[config.mk]
export PLATFORM = sky130hd
export DESIGN_NAME = digest_auth_header_field_splitter
export DESIGN_NICKNAME = d
export VERILOG_FILES = /design/src/rtl/dahfs_pkg.sv /design/src/rtl/dahfs_parser.sv /design/src/rtl/dahfs_out_buf.sv /design/src/rtl/digest_auth_header_field_splitter.sv
export SDC_FILE = /design/constraint.sdc
export NUM_CORES = 1
export LEC_CHECK = 0
export BUFFER_PORTS_ARGS = -buffer_cell sky130_fd_sc_hd__buf_4
export CAP_MARGIN = 30
export CORE_ASPECT_RATIO = 1.25
export CORE_UTILIZATION = 30
export CTS_CLUSTER_SIZE = 28
export DETAILED_ROUTE_END_ITERATION = 16
export PLACE_DENSITY_LB_ADDON = 0.1
export SETUP_SLACK_MARGIN = 0.15
export SYNTH_ARGS = -nofsm -noshare
export SYNTH_HDL_FRONTEND = slang
export SYNTH_HIERARCHICAL = 1
export SYNTH_SLANG_ARGS = --single-unit
[constraint.sdc]
create_clock -name clk -period 6.9 [get_ports clk]
set_input_delay 0.69 -clock clk [delete_from_list [all_inputs] [get_ports clk]]
set_output_delay 0.69 -clock clk [all_outputs]
set_load 0.05 [all_outputs]
[src/rtl/dahfs_pkg.sv]
// Shared types and constants of the Digest Authorization header field splitter.
`default_nettype none
package dahfs_pkg;

  // Parse phases of the header scanner.
  typedef enum logic [2:0] {
    PH_LEAD   = 3'd0,
    PH_SCHEME = 3'd1,
    PH_POST   = 3'd2,
    PH_NAME   = 3'd3,
    PH_VALUE  = 3'd4,
    PH_SEP    = 3'd5,
    PH_DONE   = 3'd6
  } phase_t;

  // Field numbers in their fixed order.
  localparam logic [2:0] FLD_USER     = 3'd0;
  localparam logic [2:0] FLD_QOP      = 3'd4;
  localparam logic [2:0] FLD_NC       = 3'd5;
  localparam logic [2:0] FLD_RESPONSE = 3'd7;

  // Characters the scanner looks for.
  localparam logic [7:0] CH_QUOTE = 8'h22;
  localparam logic [7:0] CH_EQUAL = 8'h3D;
  localparam logic [7:0] CH_COMMA = 8'h2C;
  localparam logic [7:0] CH_SPACE = 8'h20;
  localparam logic [7:0] CH_TAB   = 8'h09;
  localparam logic [7:0] CH_CR    = 8'h0D;

  // Second quote closes a quoted value.
  localparam logic [1:0] QUOTE_CLOSE = 2'd2;

  // One result item.
  typedef struct packed {
    logic [2:0] field_id;
    logic [7:0] value_char;
    logic       char_valid;
    logic       header_done;
  } res_t;

endpackage
`default_nettype wire

[src/rtl/dahfs_parser.sv]
// Byte-wise header scanner: phase state and the result of each accepted byte.
`default_nettype none
module dahfs_parser (
  input  wire logic          clk,
  input  wire logic          rst_n,
  input  wire logic          accept,
  input  wire logic [7:0]    header_byte,
  input  wire logic          last_byte,
  output logic               res_valid,
  output dahfs_pkg::res_t    res
);
  import dahfs_pkg::*;

  phase_t     phase_r, phase_nxt;
  logic [2:0] field_r, field_nxt;
  logic [1:0] qcnt_r, qcnt_nxt;
  logic       ws, emit;
  logic [1:0] qinc;

  assign ws   = (header_byte == CH_SPACE) ||
                ((header_byte >= CH_TAB) && (header_byte <= CH_CR));
  assign qinc = qcnt_r + 2'd1;

  // Next phase and the character to emit.
  always_comb begin
    phase_nxt = phase_r;
    field_nxt = field_r;
    qcnt_nxt  = qcnt_r;
    emit      = 1'b0;
    case (phase_r)
      PH_LEAD: begin
        if (!ws) phase_nxt = PH_SCHEME;
      end
      PH_SCHEME: begin
        if (ws) phase_nxt = PH_POST;
      end
      PH_POST, PH_SEP: begin
        if (!(ws || ((phase_r == PH_SEP) && (header_byte == CH_COMMA)))) begin
          // This byte already starts the name; '=' ends it at once.
          if (header_byte == CH_EQUAL) begin
            phase_nxt = PH_VALUE;
            qcnt_nxt  = 2'd0;
          end else begin
            phase_nxt = PH_NAME;
          end
        end
      end
      PH_NAME: begin
        if (ws || (header_byte == CH_EQUAL)) begin
          phase_nxt = PH_VALUE;
          qcnt_nxt  = 2'd0;
        end
      end
      PH_VALUE: begin
        if ((field_r != FLD_QOP) && (field_r != FLD_NC)) begin
          if (header_byte == CH_QUOTE) begin
            qcnt_nxt = qinc;
            if (qinc >= QUOTE_CLOSE) begin
              if (field_r == FLD_RESPONSE) begin
                phase_nxt = PH_DONE;
              end else begin
                field_nxt = field_r + 3'd1;
                phase_nxt = PH_SEP;
              end
            end
          end else begin
            emit = 1'b1;
          end
        end else begin
          if (ws || (header_byte == CH_COMMA)) begin
            if (field_r == FLD_RESPONSE) begin
              phase_nxt = PH_DONE;
            end else begin
              field_nxt = field_r + 3'd1;
              phase_nxt = PH_SEP;
            end
          end else begin
            emit = 1'b1;
          end
        end
      end
      default: begin
      end
    endcase
    // The last byte of a header returns the scanner to its start.
    if (last_byte) begin
      phase_nxt = PH_LEAD;
      field_nxt = FLD_USER;
      qcnt_nxt  = 2'd0;
    end
  end

  // Result of the current byte.
  always_comb begin
    res_valid        = emit || last_byte;
    res.field_id     = emit ? field_r : 3'd0;
    res.value_char   = emit ? header_byte : 8'd0;
    res.char_valid   = emit;
    res.header_done  = last_byte;
  end

  // Scanner state, updated on every accepted request.
  always_ff @(posedge clk) begin
    if (!rst_n) begin
      phase_r <= PH_LEAD;
      field_r <= FLD_USER;
      qcnt_r  <= 2'd0;
    end else if (accept) begin
      phase_r <= phase_nxt;
      field_r <= field_nxt;
      qcnt_r  <= qcnt_nxt;
    end
  end

endmodule
`default_nettype wire

[src/rtl/dahfs_out_buf.sv]
// Result register with a skid entry that absorbs one result under output stall.
`default_nettype none
module dahfs_out_buf (
  input  wire logic          clk,
  input  wire logic          rst_n,
  input  wire logic          push,
  input  wire dahfs_pkg::res_t push_data,
  output logic               full,
  output logic               out_valid,
  input  wire logic          out_stall,
  output dahfs_pkg::res_t    out_data
);
  import dahfs_pkg::*;

  logic main_valid_r, skid_valid_r;
  res_t main_r, skid_r;
  logic pop;

  assign pop       = main_valid_r && !out_stall;
  assign full      = skid_valid_r;
  assign out_valid = main_valid_r;
  assign out_data  = main_r;

  // Valid bits of the two entries.
  always_ff @(posedge clk) begin
    if (!rst_n) begin
      main_valid_r <= 1'b0;
      skid_valid_r <= 1'b0;
    end else if (skid_valid_r) begin
      if (pop) skid_valid_r <= 1'b0;
    end else if (push) begin
      if (!main_valid_r || pop) main_valid_r <= 1'b1;
      else                      skid_valid_r <= 1'b1;
    end else if (pop) begin
      main_valid_r <= 1'b0;
    end
  end

  // Payload of the two entries.
  always_ff @(posedge clk) begin
    if (skid_valid_r) begin
      if (pop) main_r <= skid_r;
    end else if (push) begin
      if (!main_valid_r || pop) main_r <= push_data;
      else                      skid_r <= push_data;
    end
  end

endmodule
`default_nettype wire

[src/rtl/digest_auth_header_field_splitter.sv]
// Top level of the Digest Authorization header field splitter.
//
//   channel  direction  handshake          payload
//   in_      request    in_valid/in_stall  in_header_byte, in_last_byte
//   out_     result     out_valid/out_stall out_field_id, out_value_char,
//                                          out_char_valid, out_header_done
//
// One header byte is accepted per cycle while in_stall is low; its result, if
// any, is registered at the output. The scan is a single registered pass.
// Synchronous active-low reset returns the scanner to the leading whitespace
// phase and empties the result register and skid entry.
// in_stall rises only when the skid entry is occupied by an untaken result.
`default_nettype none
module digest_auth_header_field_splitter (
  input  wire logic       clk,
  input  wire logic       rst_n,
  input  wire logic       in_valid,
  output logic            in_stall,
  input  wire logic [7:0] in_header_byte,
  input  wire logic       in_last_byte,
  output logic            out_valid,
  input  wire logic       out_stall,
  output logic [2:0]      out_field_id,
  output logic [7:0]      out_value_char,
  output logic            out_char_valid,
  output logic            out_header_done
);
  import dahfs_pkg::*;

  logic accept, res_valid, full;
  res_t res, out_data;

  assign in_stall = full;
  assign accept   = in_valid && !full;

  // Header scanner.
  dahfs_parser u_parser (
    .clk         (clk),
    .rst_n       (rst_n),
    .accept      (accept),
    .header_byte (in_header_byte),
    .last_byte   (in_last_byte),
    .res_valid   (res_valid),
    .res         (res)
  );

  // Result register and skid entry.
  dahfs_out_buf u_out_buf (
    .clk       (clk),
    .rst_n     (rst_n),
    .push      (accept && res_valid),
    .push_data (res),
    .full      (full),
    .out_valid (out_valid),
    .out_stall (out_stall),
    .out_data  (out_data)
  );

  assign out_field_id    = out_data.field_id;
  assign out_value_char  = out_data.value_char;
  assign out_char_valid  = out_data.char_valid;
  assign out_header_done = out_data.header_done;

endmodule
`default_nettype wire
# --- Word-level counts from Yosys, hierarchy flattened ---
# Index checks and enable logic that the tools add are counted.
word_totals:
  register_bits: 36
  latchBits: 0
  mem_bits_rw: 0
  rom_bits: 0
  memories: 0
classes:
  add_sub_neg: 2
  mul: 0
  n_div: 0
  n_lt_le_gt_ge: 3
  n_eq_ne: 26
  shift: 0
  n_mux: 43
  n_bitwise: 2
  n_reduce_logical: 30
op_table:
  columns: ["cell", "n"]
  rows:
  - ["$mux 3", 18]
  - ["$mux 13", 4]
  - ["$eq 8x6->1 const B", 4]
  - ["$ne 3x3->1 const B", 6]
  - ["$ne 3x2->1 const B", 5]
  - ["$pmux 3 s5", 1]
  - ["$mux 2", 7]
  - ["$mux 1", 11]
  - ["$eq 3x3->1 const B", 3]
  - ["$reduce_and 3->1", 3]
  - ["$reduce_and 9->1", 1]
  - ["$ge 8x4->1 const B", 1]
  - ["$le 8x4->1 const B", 1]
  - ["$mux 8", 1]
  - ["$ne 4x4->1 const B", 2]
  - ["$reduce_bool 2->1", 4]
  - ["$reduce_and 7->1", 1]
  - ["$eq 3x2->1 const B", 2]
  - ["$logic_and 1x1->1", 6]
  - ["$logic_or 1x1->1", 6]
  - ["$pmux 2 s3", 1]
  - ["$reduce_bool 6->1", 1]
  - ["$reduce_and 5->1", 1]
  - ["$ne 2x2->1 const B", 2]
  - ["other kinds (11)", 14]

# --- Depth between registers and ports, before layout ---
# Gate-level depths: netlist of the first run.
logic_depth:
  depth_word: 11
  depth_mapped: 11
  depth_no_buf: 11

# --- Modules after synthesis ---
# The synthesis of the first run kept the hierarchy.
by_module_without_submodules:
  columns: ["mod", "n_inst", "cells_per_inst", "area_per_inst_um2", "seq_area_each_um2"]
  rows:
  - ["dahfs_out_buf", 1, 54, 1079.8, 820.8]
  - ["dahfs_parser", 1, 131, 994.7, 160.2]
  - ["digest_auth_header_field_splitter", 1, 2, 15.0, 0.0]

# --- Least setup slack after synthesis of the first run ---
# Ideal clock, no wire load.
synth_path:
  kind: "input port to flip-flop"
  startpoint: "in in_header_byte[1]"
  endpoint: "reg u_out_buf.main_r (netlist bit u_out_buf/out_data[0]), enable pin"
  setup_ps: 386
  t_arrival_ps: 2629
  required_time_ps: 6514
  setup_slack_ps: 3884
  stages: 10
  n_path_buf: 1
  path_cell_list: "buf_6 -> nand2b_1 -> a211oi_1 -> nor3_1 -> nor2_1 -> nor3_1 -> or2_1 -> and3b_1 -> nand2b_1 -> a21boi_1"
synth_via:
  elab_chain_cells: 11
  word_cells_on_any_way: 16
  cone_classes: "order compare: 2; eq/ne: 3; mux: 4; reduce/logical: 7"
synth_rtl:
  columns: ["item", "line", "rtl"]
  rows:
  - ["from (decl)", "digest_auth_header_field_splitter.sv:19", "input wire logic [7:0] in_header_byte,"]
  - ["$ge 8x4->1 or $le 8x4->1 (tied branches)", "dahfs_parser.sv:21", "((header_byte >= CH_TAB) && (header_byte <= CH_CR));"]
  - ["$logic_and 1x1->1", "dahfs_parser.sv:21", null]
  - ["$logic_or 1x1->1", "dahfs_parser.sv:20", "assign ws = (header_byte == CH_SPACE) ||"]
  - ["$logic_or 1x1->1", "dahfs_parser.sv:70", "if (ws || (header_byte == CH_COMMA)) begin"]
  - ["$mux 1", "dahfs_parser.sv:70", null]
  - ["$mux 1 (*)", "dahfs_parser.sv:55", "if ((field_r != FLD_QOP) && (field_r != FLD_NC)) begin"]
  - ["$mux 1 (*)", "dahfs_parser.sv:30", "case (phase_r)"]
  - ["via u_parser.emit", "dahfs_parser.sv:17", "logic ws, emit;"]
  - ["$logic_or 1x1->1 (*)", "dahfs_parser.sv:95", "res_valid = emit || last_byte;"]
  - ["via res_valid", "digest_auth_header_field_splitter.sv:30", "logic accept, res_valid, full;"]
  - ["$logic_and 1x1->1 (*)", "digest_auth_header_field_splitter.sv:51", ".push (accept && res_valid),"]
  - ["$reduce_bool 2->1 (no source line) (*)", null, null]
  - ["$reduce_and 3->1 (no source line) (*)", null, null]
  - ["to (signal assigned)", "dahfs_out_buf.sv:42", "if (pop) main_r <= skid_r;"]
  - ["to (signal assigned)", "dahfs_out_buf.sv:44", "if (!main_valid_r || pop) main_r <= push_data;"]
  - ["to (decl)", "dahfs_out_buf.sv:16", "res_t main_r, skid_r;"]
# The timed path passes the listed nets; every way through them passes the cells marked *.
# A chain may end at the register's enable or synchronous reset.

==> results.sh, run 1 <==
export IMPL_first_pass_iters=4
export IMPL_grt_max_degree=24
export IMPL_overflow=0
export IMPL_regToRegEndpoint="u_out_buf/out_data[11]$_DFFE_PP_"
export IMPL_yosysTopAreaCell="edfxtp_1"
export IMPL_core_region_area_um2=6650
export IMPL_row_count=33
export IMPL_max_freq_mhz=309
export IMPL_cts_tree="done"
export IMPL_cp_end_kind="flop"
export IMPL_status="completed"
export IMPL_cp_required_ns=6.89
export IMPL_drt_iter0_markers=74
export IMPL_fin_hold_ws_ns=0.508
export IMPL_finish_instance_area_um2=2410
export IMPL_cts_resized=0
export IMPL_netlist_top_cells_count="edfxtp_1, nand2_1, nor2_1"
export IMPL_worstSkewPairLatency_ns=0.28
export IMPL_drc=0
export IMPL_ys_flop_type="edfxtp_1"
export IMPL_ios=28
export IMPL_grt_antenna_before_repair=0
export IMPL_timing_slew_headroom_pct=39.8
export IMPL_yosysTopAreaCellShare_pct=37.4
export IMPL_cp_max_fo=10
export IMPL_vias_per_cell=5.06
export IMPL_synth_cells=187
export IMPL_p_int_w=0.000325
export IMPL_max_cap_violations=0
export IMPL_synthTopCellsByArea="edfxtp_1, dfxtp_1, mux2_4"
export IMPL_postPlaceCellArea_um2=2330
export IMPL_cp_common_cell="nor3_1"
export IMPL_hp_class="reg -> reg"
export IMPL_htree_levels=2
export IMPL_crit_arrival_ns=3.23
export IMPL_r2r_slack_ns=3.66
export IMPL_num_vias=1514
export IMPL_routabilityCongestion=0.853
export IMPL_chipHeight_um=95.3
export IMPL_syn_nets=204
export IMPL_cts_sinks=36
export IMPL_synth_most_common_cell="edfxtp_1"
export IMPL_die_w_um=76.6
export IMPL_grt_pass1_wl_mm=7.38
export IMPL_grt_use_total_pct=13.1
export IMPL_num_antenna_cells=0
export IMPL_crit_chain="inv_1 -> ha_1 -> o21ai_0 -> a211oi_1 -> nor3_1 -> nor2_1 -> nor3_1 -> or2_1 -> and3b_1 -> nand2b_1 -> a21boi_1 -> buf_4"
export IMPL_r2r_cells=12
export IMPL_worst_hold_startpoint="u_parser/field_r[1]$_SDFFE_PN0P_"
export IMPL_layout_drive_gt1_share_pct=25.9
export IMPL_dieArea_um2=7300
export IMPL_fin_skew_ns=0.00452
export IMPL_slew_violations=0
export IMPL_fin_crit_sh_pct=46.9
export IMPL_wl_per_cell_um=14.6
export IMPL_cp_slowest_stage_delay_ns=0.51
export IMPL_ys_ff_latch=36
export IMPL_ant_nets=0
export IMPL_io_buffers=27
export IMPL_area_growth_pct=15.6
export IMPL_post_place_ws_ns=3.58
export IMPL_postCtsSetupRepairBufs=0
export IMPL_p_sw_share_pct=26.0
export IMPL_fin_ws_ns=3.66
export IMPL_path_clk_slew_ns=0.07
export IMPL_yosysWarningCount=6
export IMPL_setup_violations=0
export IMPL_power_frac_seq_pct=54.9
export IMPL_yosysSeqAreaShare_pct=46.9
export IMPL_cts_root_buf="clkbuf_8"
export IMPL_worst_slew_pin_slew_ns=0.901
export IMPL_yosysUniqueCellTypes=46
export IMPL_initial_core_util_pct=31.4
export IMPL_wl_mm=4.36
export IMPL_cts_buffers=5
export IMPL_hold_depth=2
export IMPL_hpwl_mm=3.34
export IMPL_leakagePower_nw=0.884
export IMPL_r2r_start="u_parser/field_r[0]$_SDFFE_PN0P_"
export IMPL_finalHoldViolations=0
export IMPL_synth_area_um2=2090
export IMPL_switchingPower_w=0.000114
export IMPL_rsz0062_at_grt="false"
export IMPL_setup_tns_final_ns=0
export IMPL_critPathLaunchType="flop"
export IMPL_cp_slowest_cell="nor3_1"
export IMPL_grt_pass1_vias=1495
export IMPL_synth_edff_count=26
export IMPL_cts_hold_buf=0
export IMPL_clock_power_share_pct=32.7
export IMPL_path_class="reg -> reg"
export IMPL_async_flop_share_pct=0
export IMPL_nets=228
export IMPL_fin_crit_ns=3.24
export IMPL_power_frac_comb_pct=12.4
export IMPL_hold_end="u_parser/field_r[1]$_SDFFE_PN0P_"
export IMPL_ir_worst_vdd_mv=0.0735
export IMPL_avgSynthCellArea_um2=11.2
export IMPL_cts_max_path_buffers=2
export IMPL_p_per_area_nw_per_um2=182
==> routing by layer <==
metal	wire [um]	global-route usage, %
met3	165	2.97
met5	0	0
met1	1880	15.2
met2	2190	23.0
met4	129	6.09
==> registers in the layout, summed over array words and instances, names as in the netlist <==
signal and cells:
u_out_buf/skid_r 13, u_parser/field_r 3, u_out_buf/out_valid 1, u_parser/phase_r 3, u_parser/qcnt_r 2, u_out_buf/full 1, u_out_buf/out_data 13
==> power by group through the flow <==
stage	registers [W]	clock network, W	logic (W)
floorplan	0.000256	0	0.0000271
global placement	0.000246	0	0.0000539
detailed placement	0.000246	0	0.0000549
CTS	0.000241	0.000151	0.0000550
global route	0.000243	0.000156	0.0000586
finish	0.000241	0.000144	0.0000545
==> per-stage QoR <==
step	total power (W)	util, %	cells
final	0.000440	36.3	299
after global routing	0.000457	36.3	299
after CTS	0.000447	36.3	299
after detailed placement	0.000301	35.1	291
after global placement	0.000300	34.8	289
after floorplan	0.000283	-	187
==> cell families after synthesis <==
kind of cell    count (synthesis)  synth area share (%)
simple gates                   75                  21.3
compound gates                 37                  13.5
mux                            18                  10.7
fa+ha+maj                       4                  2.40
flops                          36                  46.9
xor+xnor                        1                 0.419
buf+inv                        16                  4.79
==> area by class of cell <==
type | count | area (um2)
clock buffer | 6 | 72.6
clock inverter | 2 | 7.51
fill | 680 | 4230
inverter | 4 | 15.0
multi-input combinational | 135 | 1010
sequential | 36 | 981
tap | 87 | 109
timing repair buffer | 29 | 221
==> cells in the final DEF (no fill, tap or decap), drive strengths merged, types with 5 or more instances in the layout <==
cell type | netlist | layout
buf | 6 | 29
edfxtp | 26 | 26
nand2 | 15 | 15
mux2 | 13 | 13
nor2 | 11 | 11
dfxtp | 10 | 10
and2 | 9 | 9
nand2b | 7 | 7
a21oi | 7 | 7
nor3 | 7 | 7
nor4 | 6 | 6
clkbuf | 6 | 6
o21ai | 5 | 5
o22ai | 5 | 5
mux2i | 5 | 5
or3b | 5 | 5
==> how the worst max path moves through the flow <==
stage	from	end	slack (ns)	depth (start not counted)
after floorplan	in_header_byte[1]	u_out_buf/out_data[0]$_DFFE_PP_	3.88	10
after global placement	in_header_byte[5]	u_out_buf/out_data[10]$_DFFE_PP_	3.25	10
after detailed placement	in_header_byte[5]	u_out_buf/out_data[11]$_DFFE_PP_	3.58	11
after CTS	u_parser/field_r[0]$_SDFFE_PN0P_	u_out_buf/out_data[2]$_DFFE_PP_	3.62	12
after global routing	u_parser/field_r[0]$_SDFFE_PN0P_	u_out_buf/out_data[10]$_DFFE_PP_	3.31	12
final	u_parser/field_r[0]$_SDFFE_PN0P_	u_out_buf/out_data[11]$_DFFE_PP_	3.66	12
==> worst max-delay path: cells and delay by family (launching register included) <==
family	cells	cell delay [ns]
DFF	1	0.39
adders and majority gates	1	0.21
and+or+nand+nor	6	1.24
buffers and inverters	2	0.37
AOI/OAI and AO/OA	3	0.72
Power figures use the tool's default switching activity.
==> run 2, diff against run 1 <==
==> constraint.sdc (replaced) <==
create_clock -name clk -period 2.69 [get_ports clk]
set_input_delay 0.269 -clock clk [delete_from_list [all_inputs] [get_ports clk]]
set_output_delay 0.269 -clock clk [all_outputs]
set_load 0.05 [all_outputs]
==> results.sh, run 2 (same netlist as run 1, synthesis figures left out) <==
export IMPL_status="completed"
export IMPL_cp_startpoint="u_parser/field_r[0]$_SDFFE_PN0P_"
export IMPL_hpwl_mm=3.61
export IMPL_ir_worst_vdd_mv=0.209
export IMPL_num_vias=1586
export IMPL_fin_crit_ns=2.37
export IMPL_critPathLaunchType="flop"
export IMPL_drt_iter0_markers=69
export IMPL_placed_cells=298
export IMPL_post_place_ws_ns=0.0990
export IMPL_fill_cells=675
export IMPL_num_antenna_cells=0
export IMPL_max_cap_violations=0
export IMPL_drc=0
export IMPL_fin_skew_ns=0.00801
export IMPL_grt_use_total_pct=14.1
export IMPL_final_common_cell="buf_4"
export IMPL_grt_pass1_wl_mm=7.84
export IMPL_nets=237
export IMPL_vias_per_cell=5.15
export IMPL_die_w_um=76.6
export IMPL_layout_drive_gt1_share_pct=35.7
export IMPL_crit_arrival_ns=2.43
export IMPL_htree_levels=2
export IMPL_r2r_start="u_parser/field_r[0]$_SDFFE_PN0P_"
export IMPL_worst_slew_pin_slew_ns=0.599
export IMPL_overflow=0
export IMPL_rsz0062_at_grt="false"
export IMPL_grt_pass1_vias=1618
export IMPL_cp_required_ns=2.75
export IMPL_leakagePower_nw=0.963
export IMPL_fin_ws_ns=0.316
export IMPL_path_class="reg -> reg"
export IMPL_core_region_area_um2=6650
export IMPL_fin_crit_sh_pct=88.3
export IMPL_io_buffers=27
export IMPL_chipHeight_um=95.3
export IMPL_cts_sinks=36
export IMPL_cts_tree="done"
export IMPL_total_power_w=0.00116
export IMPL_ios=28
export IMPL_p_per_area_nw_per_um2=446
export IMPL_timing_slew_headroom_pct=59.7
export IMPL_cts_max_path_buffers=2
export IMPL_first_pass_iters=4
export IMPL_area_growth_pct=24.6
export IMPL_wl_mm=4.81
export IMPL_cts_root_buf="clkbuf_8"
export IMPL_setup_tns_final_ns=0
export IMPL_finalHoldViolations=0
export IMPL_initial_core_util_pct=31.4
export IMPL_instances_no_fill=308
export IMPL_slew_violations=0
export IMPL_ant_nets=0
export IMPL_grt_antenna_before_repair=0
export IMPL_cp_max_fo=12
export IMPL_worst_hold_startpoint="in_last_byte"
export IMPL_dieArea_um2=7300
export IMPL_setup_violations=0
export IMPL_wl_per_cell_um=15.6
export IMPL_path_clk_slew_ns=0.08
export IMPL_final_util_pct=39.1
export IMPL_layout_common_cells="buf_4, edfxtp_1, nand2_1"
export IMPL_cp_end_kind="flop"
export IMPL_worstSkewPairLatency_ns=0.29
export IMPL_routabilityCongestion=0.786
export IMPL_max_freq_mhz=421
export IMPL_hp_class="in -> reg"
export IMPL_cts_buffers=5
export IMPL_row_count=33
export IMPL_cts_hold_buf=0
export IMPL_grt_max_degree=17
-- run 2: critical path: stages (launching register included) --
cell and delay (ns):
dfxtp_4 0.39, inv_2 0.06, ha_4 0.16, o21a_1 0.19, nor3_2 0.15, nor3_1 0.08
nor2_1 0.17, nor3_2 0.06, or2_1 0.22, and3b_1 0.17, nand2b_1 0.15, buf_6 0.13
nor2_4 0.04, buf_12 0.14
-- run 2: stage by stage --
stage                     hold WS, ns  cell area, um2
after floorplan                 0.401            2110
after global placement          0.486            2420
after detailed placement        0.489            2420
after CTS                       0.291            2540
after global routing            0.292            2600
final                           0.295            2600
-- run 2: what timing repair did --
item,4_1_cts,5_1_grt
pin swaps,1,4
setup endpoints to repair,25,12
setup buffers,1,1
gates cloned,0,0
gates resized for setup,3,12
-- run 2: per-layer routing --
| layer | part of all wire [%] | GRT usage, % |
|---|---|---|
| met1 | 42 | 15.4 |
| met2 | 54 | 26.8 |
| met3 | 2.6 | 2.97 |
| met4 | 1.6 | 5.13 |
| met5 | 0 | 0 |
-- run 2: layout make-up --
| class | instances | area (um2) | share of cell area [%] |
|---|---|---|---|
| Clock buffer | 5 | 68.8 | 2.64 |
| Clock inverter | 3 | 18.8 | 0.721 |
| Inverter | 4 | 15.0 | 0.577 |
| Multi-Input combinational cell | 135 | 1090 | 41.9 |
| Sequential cell | 36 | 986 | 37.9 |
| Tap cell | 87 | 109 | 4.18 |
| Timing Repair Buffer | 38 | 314 | 12.1 |
-- run 2: path summary, 6_finish.rpt --
path / end / slack [ns] / cells past startpoint
setup / recovery: u_out_buf/skid_r[11]$_DFFE_PP_ / 0.32 / 13
hold / removal: u_out_buf/skid_r[0]$_DFFE_PP_ / 0.30 / 1
setup reg to reg: u_out_buf/skid_r[11]$_DFFE_PP_ / 0.32 / 13
hold reg to reg: u_parser/field_r[1]$_SDFFE_PN0P_ / 0.49 / 2
-- run 2: power breakdown --
group / internal (W) / leakage [nW] / switching (W) / total [W]
Clock: 0.000181 / 0.0479 / 0.000208 / 0.000388
Combinational: 0.0000624 / 0.577 / 0.0000967 / 0.000159
Sequential: 0.000603 / 0.339 / 0.0000107 / 0.000613
Total: 0.000846 / 0.963 / 0.000315 / 0.00116
==> run 3, diff against run 2 <==
--- a/config.mk
+++ b/config.mk
@@ -11,7 +11,6 @@
 export CORE_UTILIZATION = 30
 export CTS_CLUSTER_SIZE = 28
 export DETAILED_ROUTE_END_ITERATION = 16
-export PLACE_DENSITY_LB_ADDON = 0.1
 export SETUP_SLACK_MARGIN = 0.15
 export SYNTH_ARGS = -nofsm -noshare
 export SYNTH_HDL_FRONTEND = slang
==> results.sh, run 3 (same netlist as run 1, synthesis figures left out) <==
export IMPL_timing_slew_headroom_pct=57.2
export IMPL_fin_ws_ns=0.317
export IMPL_setup_violations=0
export IMPL_first_pass_iters=4
export IMPL_p_per_area_nw_per_um2=487
export IMPL_hp_class="in -> reg"
export IMPL_ios=28
export IMPL_ant_nets=0
export IMPL_fill_cells=650
export IMPL_drc=0
export IMPL_path_clk_slew_ns=0.07
export IMPL_core_region_area_um2=6650
export IMPL_num_antenna_cells=0
export IMPL_rsz0062_at_grt="false"
export IMPL_grt_antenna_before_repair=0
export IMPL_wl_per_cell_um=14.2
export IMPL_row_count=33
export IMPL_final_common_cell="buf_4"
export IMPL_initial_core_util_pct=31.4
export IMPL_setup_tns_final_ns=0
export IMPL_num_vias=1534
export IMPL_fin_crit_ns=2.37
export IMPL_grt_max_degree=20
export IMPL_cp_required_ns=2.74
export IMPL_cts_hold_buf=0
export IMPL_chipHeight_um=95.3
export IMPL_path_class="reg -> reg"
export IMPL_power_frac_seq_pct=49.5
export IMPL_cts_sinks=36
export IMPL_fin_skew_ns=0.00686
export IMPL_htree_levels=2
export IMPL_routabilityCongestion=0.880
export IMPL_slew_violations=0
export IMPL_cp_end_kind="flop"
export IMPL_power_frac_comb_pct=12.4
export IMPL_dieArea_um2=7300
export IMPL_grt_use_total_pct=12.6
export IMPL_fin_crit_sh_pct=88.2
export IMPL_cts_tree="done"
export IMPL_wl_mm=4.34
export IMPL_crit_arrival_ns=2.43
export IMPL_p_int_w=0.000939
export IMPL_ir_worst_vdd_mv=0.231
export IMPL_overflow=0
export IMPL_status="completed"
export IMPL_cts_root_buf="clkbuf_8"
export IMPL_nets=234
export IMPL_drt_iter0_markers=88
export IMPL_critPathLaunchType="flop"
export IMPL_hpwl_mm=3.26
export IMPL_layout_common_cells="buf_4, edfxtp_1, nand2_1"
export IMPL_max_cap_violations=0
export IMPL_switchingPower_w=0.000303
export IMPL_worst_slew_pin_slew_ns=0.636
export IMPL_max_freq_mhz=421
export IMPL_finalHoldViolations=0
export IMPL_post_place_ws_ns=0.0676
export IMPL_leakagePower_nw=0.952
export IMPL_cp_max_fo=13
export IMPL_clock_power_share_pct=38.2
export IMPL_cts_buffers=5
export IMPL_area_growth_pct=22.0
export IMPL_vias_per_cell=5.03
export IMPL_grt_pass1_wl_mm=7.04
export IMPL_layout_drive_gt1_share_pct=32.1
export IMPL_worstSkewPairLatency_ns=0.29
export IMPL_p_sw_share_pct=24.4
export IMPL_cts_max_path_buffers=2
export IMPL_io_buffers=27
export IMPL_grt_pass1_vias=1481
export IMPL_die_w_um=76.6
-- run 3: cell types whose count changed in the layout (fill, tap and decap cells not counted), moves of 2 or more --
cell | previous run | this run
inv_2 | 2 | 0
inv_1 | 2 | 4
buf_4 | 35 | 33
ha_1 | 2 | 4
ha_4 | 2 | 0
-- run 3: power by group through the flow --
stage | clock network, W | logic [W] | registers (W)
2_1_floorplan | 0 | 0.0000723 | 0.000655
3_3_place_gp | 0 | 0.000146 | 0.000627
3_5_place_dp | 0 | 0.000147 | 0.000627
4_1_cts | 0.000487 | 0.000153 | 0.000614
5_1_grt | 0.000501 | 0.000164 | 0.000616
6_report | 0.000474 | 0.000154 | 0.000614
-- run 3: final cells by class --
| cell class | instances | area, um2 | share of cell area (%) |
|---|---|---|---|
| Clock inverter | 2 | 35.0 | 1.37 |
| Timing Repair Buffer | 35 | 288 | 11.3 |
| Inverter | 4 | 15.0 | 0.589 |
| Multi-Input combinational cell | 135 | 1050 | 41.1 |
| Sequential cell | 36 | 982 | 38.5 |
| Tap cell | 87 | 109 | 4.27 |
| Clock buffer | 6 | 72.6 | 2.85 |
-- run 3: metal layers --
| layer | up-vias | share of wire [%] | GRT usage [%] |
|---|---|---|---|
| met5 | - | 0 | 0 |
| met4 | 0 | 1.3 | 5.29 |
| met3 | 7 | 3.7 | 2.58 |
| met2 | 46 | 53 | 23.2 |
| met1 | 720 | 42 | 14.2 |
| li1 | 761 | - | - |
-- run 3: repair_timing --
action                                  in CTS  in global routing
setup buffers                                2                  0
endpoints found under the setup margin      26                 26
endpoints found under the hold margin        0                  0
gates resized for setup                      1                  3
pin swaps                                    2                  0
-- run 3: worst paths after layout --
kind	cells past startpoint	startpoint	end	slack (ns)
hold / removal	1	in_last_byte	u_out_buf/skid_r[0]$_DFFE_PP_	0.29
setup / recovery	12	u_parser/field_r[1]$_SDFFE_PN0P_	u_out_buf/out_data[7]$_DFFE_PP_	0.32
hold reg to reg	2	u_parser/field_r[0]$_SDFFE_PN0P_	u_parser/field_r[0]$_SDFFE_PN0P_	0.50
setup reg to reg	12	u_parser/field_r[1]$_SDFFE_PN0P_	u_out_buf/out_data[7]$_DFFE_PP_	0.32
-- run 3: per-stage QoR --
step | total power (W) | util (%) | hold slack [ns] | area [um2] | instances
finish | 0.00124 | 38.4 | 0.289 | 2550 | 305
detailed placement | 0.000774 | 35.9 | 0.500 | 2380 | 295
global placement | 0.000773 | 35.9 | 0.483 | 2380 | 295
CTS | 0.00125 | 38.2 | 0.277 | 2540 | 305
global route | 0.00128 | 38.4 | 0.289 | 2550 | 305
floorplan | 0.000728 | - | 0.401 | 2110 | 187
-- run 3: critical path: stages (launching register included) --
cell,delay [ns]
dfxtp_1,0.37
inv_1,0.09
ha_1,0.22
o21a_1,0.22
nor3_2,0.21
nor3_1,0.08
nor2_1,0.16
nor3_2,0.06
or2_1,0.21
and3b_1,0.20
nand2b_4,0.11
a21boi_4,0.06
buf_12,0.15
